**config.mk**
```make
export PLATFORM = sky130hd
export DESIGN_NAME = first_best_fit_block_allocator_unit
export DESIGN_NICKNAME = d
export VERILOG_FILES = /design/src/fbfa_pkg.sv /design/src/fbfa_ram.sv /design/src/fbfa_cmp.sv /design/src/first_best_fit_block_allocator_unit.sv
export SDC_FILE = /design/constraint.sdc
export NUM_CORES = 1
export LEC_CHECK = 0
export ABC_AREA = 1
export ABC_CLOCK_PERIOD_IN_PS = 4530
export BUFFER_PORTS_ARGS = -buffer_cell sky130_fd_sc_hd__buf_2
export CAP_MARGIN = 20
export CORE_MARGIN = 1.5
export CORE_UTILIZATION = 55
export DETAILED_ROUTE_END_ITERATION = 6
export GPL_TIMING_DRIVEN = 0
export PLACE_DENSITY = 0.74
export SETUP_SLACK_MARGIN = 0.15
export SYNTH_ARGS = -nofsm -noshare
export SYNTH_HDL_FRONTEND = slang
export SYNTH_HIERARCHICAL = 1
export SYNTH_SLANG_ARGS = --single-unit
export TNS_END_PERCENT = 20
```
**constraint.sdc**
```tcl
create_clock -name clk -period 4.53 [get_ports clk]
set_input_delay 0.453 -clock clk [delete_from_list [all_inputs] [get_ports clk]]
set_output_delay 0.453 -clock clk [all_outputs]
set_load 0.005 [all_outputs]
```
**src/fbfa_pkg.sv**
```systemverilog
// shared types, codes and defaults of the block allocator
package fbfa_pkg;

	// default sizes
	localparam int NUM_BLOCKS_DEF = 32;
	localparam int SIZE_WIDTH_DEF = 16;

	// fixed field widths
	localparam int LOAD_IDX_W = 5;
	localparam int CHOSEN_W   = 5;
	localparam int CFG_IDX_W  = 2;
	localparam int CFG_DATA_W = 6;

	// register indexes
	localparam logic [CFG_IDX_W-1:0] REG_FIT_POLICY  = 2'd0;
	localparam logic [CFG_IDX_W-1:0] REG_BLOCK_COUNT = 2'd1;

	// register reset values
	localparam logic [CFG_DATA_W-1:0] BLOCK_COUNT_RST = 6'd32;

	// request modes
	localparam logic MODE_LOAD  = 1'b0;
	localparam logic MODE_ALLOC = 1'b1;

	// fit policies
	localparam logic POLICY_FIRST = 1'b0;
	localparam logic POLICY_BEST  = 1'b1;

	// sequencer states
	typedef enum logic [1:0] {
		ST_IDLE,
		ST_SCAN,
		ST_WRITE
	} state_t;

	// compare unit verdict
	typedef struct packed {
		logic hit;
		logic better;
	} cmp_res_t;

endpackage

```
**src/fbfa_ram.sv**
```systemverilog
// generic single write, single read ram with registered read data
module fbfa_ram #(
	parameter int WIDTH = 16,
	parameter int DEPTH = 32,
	parameter int ADDR_W = (DEPTH > 1) ? $clog2(DEPTH) : 1
) (
	input  logic              clk,
	input  logic              we,
	input  logic [ADDR_W-1:0] waddr,
	input  logic [WIDTH-1:0]  wdata,
	input  logic [ADDR_W-1:0] raddr,
	output logic [WIDTH-1:0]  rdata
);

	logic [WIDTH-1:0] mem_q [DEPTH];

	// write port
	always_ff @(posedge clk) begin
		if (we) begin
			mem_q[waddr] <= wdata;
		end
	end

	// registered read port
	always_ff @(posedge clk) begin
		rdata <= mem_q[raddr];
	end

endmodule

```
**src/fbfa_cmp.sv**
```systemverilog
// shared compare unit: entry space against request size and current best
module fbfa_cmp #(
	parameter int SIZE_WIDTH = fbfa_pkg::SIZE_WIDTH_DEF
) (
	input  logic [SIZE_WIDTH-1:0] space,
	input  logic [SIZE_WIDTH-1:0] req_size,
	input  logic [SIZE_WIDTH-1:0] best_space,
	input  logic                  found,
	output fbfa_pkg::cmp_res_t    res
);
	import fbfa_pkg::*;

	// entry fits, and beats the best so far (strictly smaller keeps lowest index)
	always_comb begin
		res.hit    = (space >= req_size);
		res.better = res.hit && (!found || (space < best_space));
	end

endmodule

```
**src/first_best_fit_block_allocator_unit.sv**
```systemverilog
// first fit / best fit block allocator top level
//
//  channel   | handshake          | payload
//  ----------+--------------------+----------------------------------
//  request   | start / busy       | mode, load_index, size
//  result    | done (one cycle)   | granted, chosen_block, space_left
//  config    | wr_en              | wr_index, wr_data
//
// a load writes its table entry when accepted and gives no result; busy stays low
// an allocation keeps busy high through the scan (limit = min(block_count,
// NUM_BLOCKS)), one ram read and one compare per cycle, then a write-back;
// with limit zero only the write-back state is busy; done follows in the next cycle
// first fit ends the scan at the first hit and goes to the write-back
// reset clears control state and the configuration registers; the ram holds no reset value
// results cannot be stalled; a new request is taken while done is shown
module first_best_fit_block_allocator_unit #(
	parameter int NUM_BLOCKS = fbfa_pkg::NUM_BLOCKS_DEF,
	parameter int SIZE_WIDTH = fbfa_pkg::SIZE_WIDTH_DEF
) (
	input  logic                            clk,
	input  logic                            arst_n,
	// request channel
	input  logic                            start,
	output logic                            busy,
	input  logic                            mode,
	input  logic [fbfa_pkg::LOAD_IDX_W-1:0] load_index,
	input  logic [SIZE_WIDTH-1:0]           size,
	// result channel
	output logic                            done,
	output logic                            granted,
	output logic [fbfa_pkg::CHOSEN_W-1:0]   chosen_block,
	output logic [SIZE_WIDTH-1:0]           space_left,
	// configuration
	input  logic                            wr_en,
	input  logic [fbfa_pkg::CFG_IDX_W-1:0]  wr_index,
	input  logic [fbfa_pkg::CFG_DATA_W-1:0] wr_data
);
	import fbfa_pkg::*;

	localparam int IDX_W = (NUM_BLOCKS > 1) ? $clog2(NUM_BLOCKS) : 1;
	localparam int CNT_W = $clog2(NUM_BLOCKS + 1);

	state_t state_q, state_d;

	logic                  fit_policy_q;
	logic [CFG_DATA_W-1:0] block_count_q;

	logic [SIZE_WIDTH-1:0] size_q;
	logic [CNT_W-1:0]      limit_q;
	logic [CNT_W-1:0]      scan_q;
	logic                  pend_q;
	logic [IDX_W-1:0]      pend_idx_q;
	logic                  found_q;
	logic [IDX_W-1:0]      best_idx_q;
	logic [SIZE_WIDTH-1:0] best_space_q;

	logic                  done_q;
	logic                  granted_q;
	logic [CHOSEN_W-1:0]   chosen_q;
	logic [SIZE_WIDTH-1:0] space_q;

	logic                  accept;
	logic                  accept_alloc;
	logic [CNT_W-1:0]      limit_new;
	logic                  issue;
	logic                  last_cmp;
	logic                  stop;

	logic                  ram_we;
	logic [IDX_W-1:0]      ram_waddr;
	logic [SIZE_WIDTH-1:0] ram_wdata;
	logic [IDX_W-1:0]      ram_raddr;
	logic [SIZE_WIDTH-1:0] ram_rdata;
	logic [SIZE_WIDTH-1:0] left_space;

	cmp_res_t              cmp;

	// free space table
	fbfa_ram #(
		.WIDTH (SIZE_WIDTH),
		.DEPTH (NUM_BLOCKS),
		.ADDR_W(IDX_W)
	) u_ram (
		.clk  (clk),
		.we   (ram_we),
		.waddr(ram_waddr),
		.wdata(ram_wdata),
		.raddr(ram_raddr),
		.rdata(ram_rdata)
	);

	// one compare per cycle on the entry just read
	fbfa_cmp #(
		.SIZE_WIDTH(SIZE_WIDTH)
	) u_cmp (
		.space     (ram_rdata),
		.req_size  (size_q),
		.best_space(best_space_q),
		.found     (found_q),
		.res       (cmp)
	);

	// request acceptance and search limit
	always_comb begin
		accept       = start && (state_q == ST_IDLE);
		accept_alloc = accept && (mode == MODE_ALLOC);
		if (32'(block_count_q) > NUM_BLOCKS) begin
			limit_new = CNT_W'(NUM_BLOCKS);
		end else begin
			limit_new = CNT_W'(block_count_q);
		end
	end

	// scan progress
	always_comb begin
		issue     = (state_q == ST_SCAN) && (scan_q < limit_q);
		last_cmp  = (CNT_W'(pend_idx_q) == CNT_W'(limit_q - CNT_W'(1)));
		stop      = pend_q && ((cmp.hit && (fit_policy_q == POLICY_FIRST)) || last_cmp);
		left_space = best_space_q - size_q;
	end

	// next state
	always_comb begin
		state_d = state_q;
		case (state_q)
			ST_IDLE: begin
				if (accept_alloc) begin
					state_d = (limit_new == '0) ? ST_WRITE : ST_SCAN;
				end
			end
			ST_SCAN: begin
				if (stop) begin
					state_d = ST_WRITE;
				end
			end
			ST_WRITE: begin
				state_d = ST_IDLE;
			end
			default: begin
				state_d = ST_IDLE;
			end
		endcase
	end

	// sequencer outputs: ram port control
	always_comb begin
		ram_we    = 1'b0;
		ram_waddr = IDX_W'(load_index);
		ram_wdata = size;
		ram_raddr = IDX_W'(scan_q);
		case (state_q)
			ST_IDLE: begin
				ram_we = accept && (mode == MODE_LOAD) && (32'(load_index) < NUM_BLOCKS);
			end
			ST_WRITE: begin
				ram_we    = found_q;
				ram_waddr = best_idx_q;
				ram_wdata = left_space;
			end
			default: begin
				ram_we = 1'b0;
			end
		endcase
	end

	// state register
	always_ff @(posedge clk or negedge arst_n) begin
		if (!arst_n) begin
			state_q <= ST_IDLE;
		end else begin
			state_q <= state_d;
		end
	end

	// configuration registers
	always_ff @(posedge clk or negedge arst_n) begin
		if (!arst_n) begin
			fit_policy_q  <= POLICY_FIRST;
			block_count_q <= BLOCK_COUNT_RST;
		end else if (wr_en) begin
			case (wr_index)
				REG_FIT_POLICY:  fit_policy_q  <= wr_data[0];
				REG_BLOCK_COUNT: block_count_q <= wr_data;
				default: ;
			endcase
		end
	end

	// scan control
	always_ff @(posedge clk or negedge arst_n) begin
		if (!arst_n) begin
			scan_q  <= '0;
			pend_q  <= 1'b0;
			found_q <= 1'b0;
		end else if (accept_alloc) begin
			scan_q  <= '0;
			pend_q  <= 1'b0;
			found_q <= 1'b0;
		end else if (state_q == ST_SCAN) begin
			pend_q <= issue;
			if (issue) begin
				scan_q <= scan_q + CNT_W'(1);
			end
			if (pend_q && cmp.better) begin
				found_q <= 1'b1;
			end
		end
	end

	// scan payload
	always_ff @(posedge clk) begin
		if (accept_alloc) begin
			size_q  <= size;
			limit_q <= limit_new;
		end
		if (issue) begin
			pend_idx_q <= IDX_W'(scan_q);
		end
		if ((state_q == ST_SCAN) && pend_q && cmp.better) begin
			best_idx_q   <= pend_idx_q;
			best_space_q <= ram_rdata;
		end
	end

	// result strobe
	always_ff @(posedge clk or negedge arst_n) begin
		if (!arst_n) begin
			done_q <= 1'b0;
		end else begin
			done_q <= (state_q == ST_WRITE);
		end
	end

	// result payload
	always_ff @(posedge clk) begin
		if (state_q == ST_WRITE) begin
			granted_q <= found_q;
			chosen_q  <= found_q ? CHOSEN_W'(best_idx_q) : '0;
			space_q   <= found_q ? left_space : '0;
		end
	end

	assign busy         = (state_q != ST_IDLE);
	assign done         = done_q;
	assign granted      = granted_q;
	assign chosen_block = chosen_q;
	assign space_left   = space_q;

endmodule

```
* Word level (Yosys, flattened, before mapping)
Memory sizes are Yosys's and may differ from the RTL's. A register that Yosys moved wholly into a read port is not among the register bits. Cells that the tools add are included.
Storage, ports and cells: output and inout bits 24, register bits after elaboration 88, memory bits (writable) 512, logic and storage cells 74, memories 1
Cells by class: reductions and logical operators 25, magnitude comparators 4, eq/ne operators 6, add/subtract/negate cells 3, bitwise gates (word level) 2, multiplexer cells 18
Memories:
- u_ram.mem_q | depth 32, bits a word 16, read ports 1, clocked after Yosys merged registers in 1, write ports 1, RTL line fbfa_ram.sv:15 | logic [WIDTH-1:0] mem_q [DEPTH];
Operators with widths (number):
- $mux W6 | 4
- $ge A16 B16 Y1 | 1
- $lt A16 B16 Y1 | 1
- $mux W16 | 1
- $sub A16 B16 Y16 | 1
- $logic_and A1 B1 Y1 | 10
- $reduce_and A2 Y1 | 5
- $reduce_bool A2 Y1 | 4
- $mux W1 | 7
- $add A6 B1 Y6 const B | 1
- $eq A5 B6 Y1 | 1
- $gt A6 B6 Y1 const B | 1
- $logic_not A6 Y1 | 1
- $lt A6 B6 Y1 | 1
- $mux W2 | 3
- $sub A6 B1 Y6 const B | 1
- $mux W5 | 1
- $eq A2 B1 Y1 const B | 2
- $logic_not A2 Y1 | 2
- $ne A2 B2 Y1 const B | 2
- $pmux W2 S2 | 1
- $eq A2 B2 Y1 const B | 1
- $logic_or A1 B1 Y1 | 2
- $not A1 Y1 | 2
- other kinds (2) | 2

* Depth between registers and ports, before layout
depth after elaboration 7, depth in mapped cells 18, depth with buffers taken out 18

* Hierarchy
Netlist, hierarchy kept.
Modules (own cells, without submodules):
- fbfa_ram | instances 1, cells each 1794, area each 21301.7 sq um, sequential area each 15695.1 sq um
- first_best_fit_block_allocator_unit | instances 1, cells each 477, area each 4514.3 sq um, sequential area each 2553.7 sq um
- fbfa_cmp | instances 1, cells each 141, area each 854.6 sq um, sequential area each 0.0 sq um

* Least setup slack after synthesis
No wires, ideal clock.
path type register to register, start point reg size_q[0], end point mem u_ram.mem_q[0][12], data pin, required time 4076 ps, path slack 1281 ps, period minus slack after synthesis 3249 ps, stages on the path, launching flop included 10, data arrival time 2795 ps, path through edfxtp_1 ha_1 fa_1 inv_1 nand3_1 nand2_2 nand4_1 nand4_1 nand2_1 o21ai_0
Between the ends: word-level cells in the longest chain between the ends 2
RTL lines:
- start: declaration | RTL line first_best_fit_block_allocator_unit.sv:48 | logic [SIZE_WIDTH-1:0] size_q;
- start signal: assignment | RTL line first_best_fit_block_allocator_unit.sv:213 | size_q <= size;
- $sub A16 B16 Y16 | RTL line first_best_fit_block_allocator_unit.sv:119 | left_space = best_space_q - size_q;
- $mux W16 | RTL line first_best_fit_block_allocator_unit.sv:151 | case (state_q)
- named net ram_wdata[12] | RTL line first_best_fit_block_allocator_unit.sv:71 | logic [SIZE_WIDTH-1:0] ram_wdata;
- end: declaration | RTL line fbfa_ram.sv:15
The timed path passes the listed nets, and every way through them passes these cells.

* Worst setup path after layout
start point reg state_q[0], end point mem u_ram.mem_q[9][3], enable pin
Between the ends: word-level cells in the longest chain between the ends 6, elaborated cells between the ends (all ways) 8
RTL lines:
- start: declaration | RTL line first_best_fit_block_allocator_unit.sv:43 | state_t state_q, state_d;
- start signal: assignment | RTL line first_best_fit_block_allocator_unit.sv:171 | state_q <= state_d;
- $logic_not A2 Y1 | RTL line first_best_fit_block_allocator_unit.sv:105, first_best_fit_block_allocator_unit.sv:151
- $logic_and A1 B1 Y1 | RTL line first_best_fit_block_allocator_unit.sv:105 | accept = start && (state_q == ST_IDLE);
- $logic_and A1 B1 Y1 | RTL line first_best_fit_block_allocator_unit.sv:153 | ram_we = accept && (mode == MODE_LOAD) && (32'(load_index) < NUM_BLOCKS);
- $pmux W1 S2 * | RTL line first_best_fit_block_allocator_unit.sv:151
- named net ram_we | RTL line first_best_fit_block_allocator_unit.sv:69 | logic ram_we;
- $mux W1 * | RTL line fbfa_ram.sv:19 | if (we) begin
- $mux W1 (not written as such) * | RTL line fbfa_ram.sv:20 | mem_q[waddr] <= wdata;
Mark *: on every way through the listed nets, which the timed path passes. The rest lies on a longest branch.

==> out/results.ini <==
[status]
run_status=finished, final reports clean

[setup_path]
worst_setup_path_start_kind=flip-flop
worst_ep_arrival_time_ns=4.22
cp_common_cell=nor2_1
cp_startpoint=state_q[0]$_DFFE_PN0P_
timing.critical_path.slowest_stage_cell=nor2_1
worstReg2RegStart=state_q[0]$_DFFE_PN0P_
critical_path_peak_fanout=10
cpLargestDelayFamily=simple AND/OR/NAND/NOR gates
cp-end-kind=flip-flop
cp_num_buf_inv=3
timing.critical_path.required_ns=4.88
cpPeakStageDelay_ns=0.86
timing_worst_setup_path_type=reg -> reg
critical_path.cell_chain=nor2_1 > inv_1 > clkbuf_1 > o22ai_1 > nand3_1 > nor2_1 > buf_6

[sta]
finalCriticalPeriod_ns=3.87
timing.clock.skew_ns=0.0140
finalMaxSlewViolations=0
finalHoldWorstSlack_ns=0.0314
max_freq_mhz=258
hold_viol_final=0
rsz_0062_raised_after_global_routing=no
number_of_failing_setup_endpoints_in_the_final_timing_report=0
min_period_over_period_pct=85.5
max-slew-margin-rel_pct=28.3
tightestPinTransition_ns=1.08

[clock_tree]
cts_inserted_buffers=60
cts_repair_resize_count=0
cts_sinks=616
tritoncts=built
clock_tree_root=clkbuf_16
postCtsSetupRepairBufs=0
clockBufferDepth=3
path_clk_slew_ns=0.06
h-tree-depth=2
clkLatencyLatePin_ns=0.63

[floorplan]
count_of_pins_on_the_block_boundary=58
height_of_the_chip_um=223
initial_utilization_pct=55.9
full_die_area_mm2=0.0498
die-width_um=223
core.rowCount=80
core_mm2=0.0477

[power]
power.clock.fraction_pct=25.3
internal_power_w=0.0119
switching_share_of_total_power_pct=38.0
worst_supply_voltage_drop_on_vdd_mv=0.460
cellLeakagePower_nw=12.2
combinationalPowerShare_pct=36.6
pwr_total_w=0.0191
pwr_density_cell_mw_per_mm2=624
total_net_switching_power_w=0.00728
p_seq_share_pct=38.1

[hold_path]
hold_start=size[11]
path_type_of_the_worst_min_delay_path=in -> reg

[placement]
io_buffers=57
place.detailed.instances=3127
gp_congestion=0.999
detailedPlacementHpwl_um=51300

[synthesis]
synth_area_leader_cell=edfxtp_1
synth.distinct_cells=47
syn_nets=2500
top_post_synthesis_cells_by_area=edfxtp_1 66%, nand2_1 12%, nand3_1 8.1%, ha_1 2.5%, inv_1 1.7%
netlist_instances=2412
synth.yosys.warnings=6
synth-edff-count=582
ys_ff_latch=616
synth_top_area_share_pct=65.5
synth_top_flop_cell=edfxtp_1
synth_async_sr_flop_share_pct=2.92
synth.avg_cell_area_um2=11.1
synth_seq_area_share_pct=68.4
mappedNetlistArea_mm2=0.0267

[job]
max-cap-violations=0

[drt]
route.detailed.vias_per_inst=5.89
wl_um=74200
final_antenna_net_count=0
wire_per_inst_um=22.8
drt_iter0_drc=2601
firstDrtPassIters=6
drc_violation_count_after_routing=0
via_count=19131

[global_routing]
first_pass_grt_wire_length_um=111000
antenna_found_initial=0
maximum_number_of_pins_on_one_net_before_global_route_repair=33
grt_pass1_vias=18470
global_route.overflow_total=0
grt_usage_pct=30.0

[final_layout]
layout.nets=2672
area_growth_pct=15.0
sequential_cell_area_mm2=0.0182
fillers=3487
antenna_cells=0
post_route_cells_drive_above_1_share_pct=12.7
multi_input_area_mm2=0.00737
fin_cells=3249

## layout by cell type (no fill, tap or decap), types with 3 or more instances in the layout
master,netlist,routed
o21ai_4,0,11
a21o_1,3,3
clkinv_2,0,12
nor2_1,83,55
clkbuf_1,25,47
dfrtp_1,17,17
nor2_2,2,30
xnor2_1,5,5
nand2_2,7,8
nand3b_1,3,3
o21ai_0,20,12
a21oi_1,33,33
inv_1,119,119
clkbuf_16,0,63
buf_8,1,25
nand3_1,431,431
ha_1,53,53
nor3_1,7,7
bufinv_16,0,3
buf_2,34,91
buf_12,1,5
xor2_1,6,6
a21oi_2,3,3
buf_4,28,28
nand4_1,4,4
buf_6,24,30
edfxtp_1,582,582
nand2_1,874,873
buf_16,0,9
dfxtp_1,16,16
o21bai_1,4,3
dlygate4sd3_1,0,10
clkinv_1,2,11
## flip-flops by register name, summed over array words and instances, names as in the netlist
| register | count |
|---|---|
| granted | 1 |
| best_idx_q | 5 |
| size_q | 16 |
| u_ram/rdata | 16 |
| found_q | 1 |
| pend_q | 1 |
| pend_idx_q | 5 |
| limit_q | 6 |
| best_space_q | 16 |
| state_q | 2 |
| block_count_q | 6 |
| space_left | 16 |
| fit_policy_q | 1 |
| chosen_block | 5 |
| done | 1 |
| u_ram/mem_q | 512 |
| scan_q | 6 |
## cell families (layout without fill, tap and decap cells)
| group | Yosys count | after routing | synth area share, % |
|---|---|---|---|
| compound gates | 75 | 75 | 1.66 |
| xor+xnor | 11 | 11 | 0.361 |
| fa+ha+maj | 54 | 54 | 2.56 |
| buf+inv | 239 | 461 | 4.71 |
| flops | 616 | 616 | 68.4 |
| mux | 1 | 1 | 0.0422 |
| simple gates | 1416 | 1416 | 22.2 |
## synth_stat cells (all sizes together) (5+ instances only)
cell type and count:
xor2 6, nor3 8, edfxtp 582, nand3 433, dfrtp 17, xnor2 5
inv 122, nand2 881, ha 53, nor2 85, o21ai 24, dfxtp 16
clkbuf 25, buf 90, o21bai 5, a21oi 37
## cell type report
cell class	count	area share [%]
well taps	615	2.51
clock inverters	26	0.689
multi-input cells	1557	24.0
repair buffers	110	3.72
flip-flops and latches	616	59.5
plain buffers	115	2.57
inverters	124	1.53
clock buffers	86	5.45
## stage by stage
step	setup slack, ns	area, um2	util [%]	setup TNS (ns)
finish	0.656	30700	64.2	0
CTS	0.720	30700	64.2	0
global placement	-1.58	27700	58.1	-273.40
global route	0.432	30700	64.2	0
floorplan	1.28	26700	-	0
detailed placement	0.742	28700	60.1	0
## final timing paths
check	slack [ns]	end	depth (start not counted)
max reg2reg	0.66	u_ram/mem_q[9][3]$_DFFE_PP_	7
min in group asynchronous	0.32	found_q$_DFFE_PN0P_	2
min reg2reg	0.47	best_space_q[0]$_DFFE_PP_	0
max	0.66	u_ram/mem_q[9][3]$_DFFE_PP_	7
min	0.03	size_q[11]$_DFFE_PP_	1
max in group asynchronous	3.87	block_count_q[5]$_DFFE_PN1P_	2
## repair_timing
item | 4_1_cts | 5_1_grt
hold buffers | 10 | 0
setup endpoints to repair | 0 | 0
endpoints found under the hold margin | 26 | 0
## power by group through the flow
stage / Sequential [W] / Clock (W) / Combinational [W]
finish: 0.00729 / 0.00485 / 0.00701
global route: 0.00732 / 0.00508 / 0.00751
CTS: 0.00728 / 0.00489 / 0.00684
detailed placement: 0.00740 / 0 / 0.00678
global placement: 0.00747 / 0 / 0.00622
floorplan: 0.00735 / 0 / 0.00408
## routing by layer
metal	routed length [um]	vias up	GRT usage, %
li1	-	8628	-
met1	28300	9102	40.6
met2	34000	1189	47.0
met3	8240	212	5.53
met4	3690	0	15.3
met5	0	-	0
Note: power is estimated with default switching activity, not from simulation.
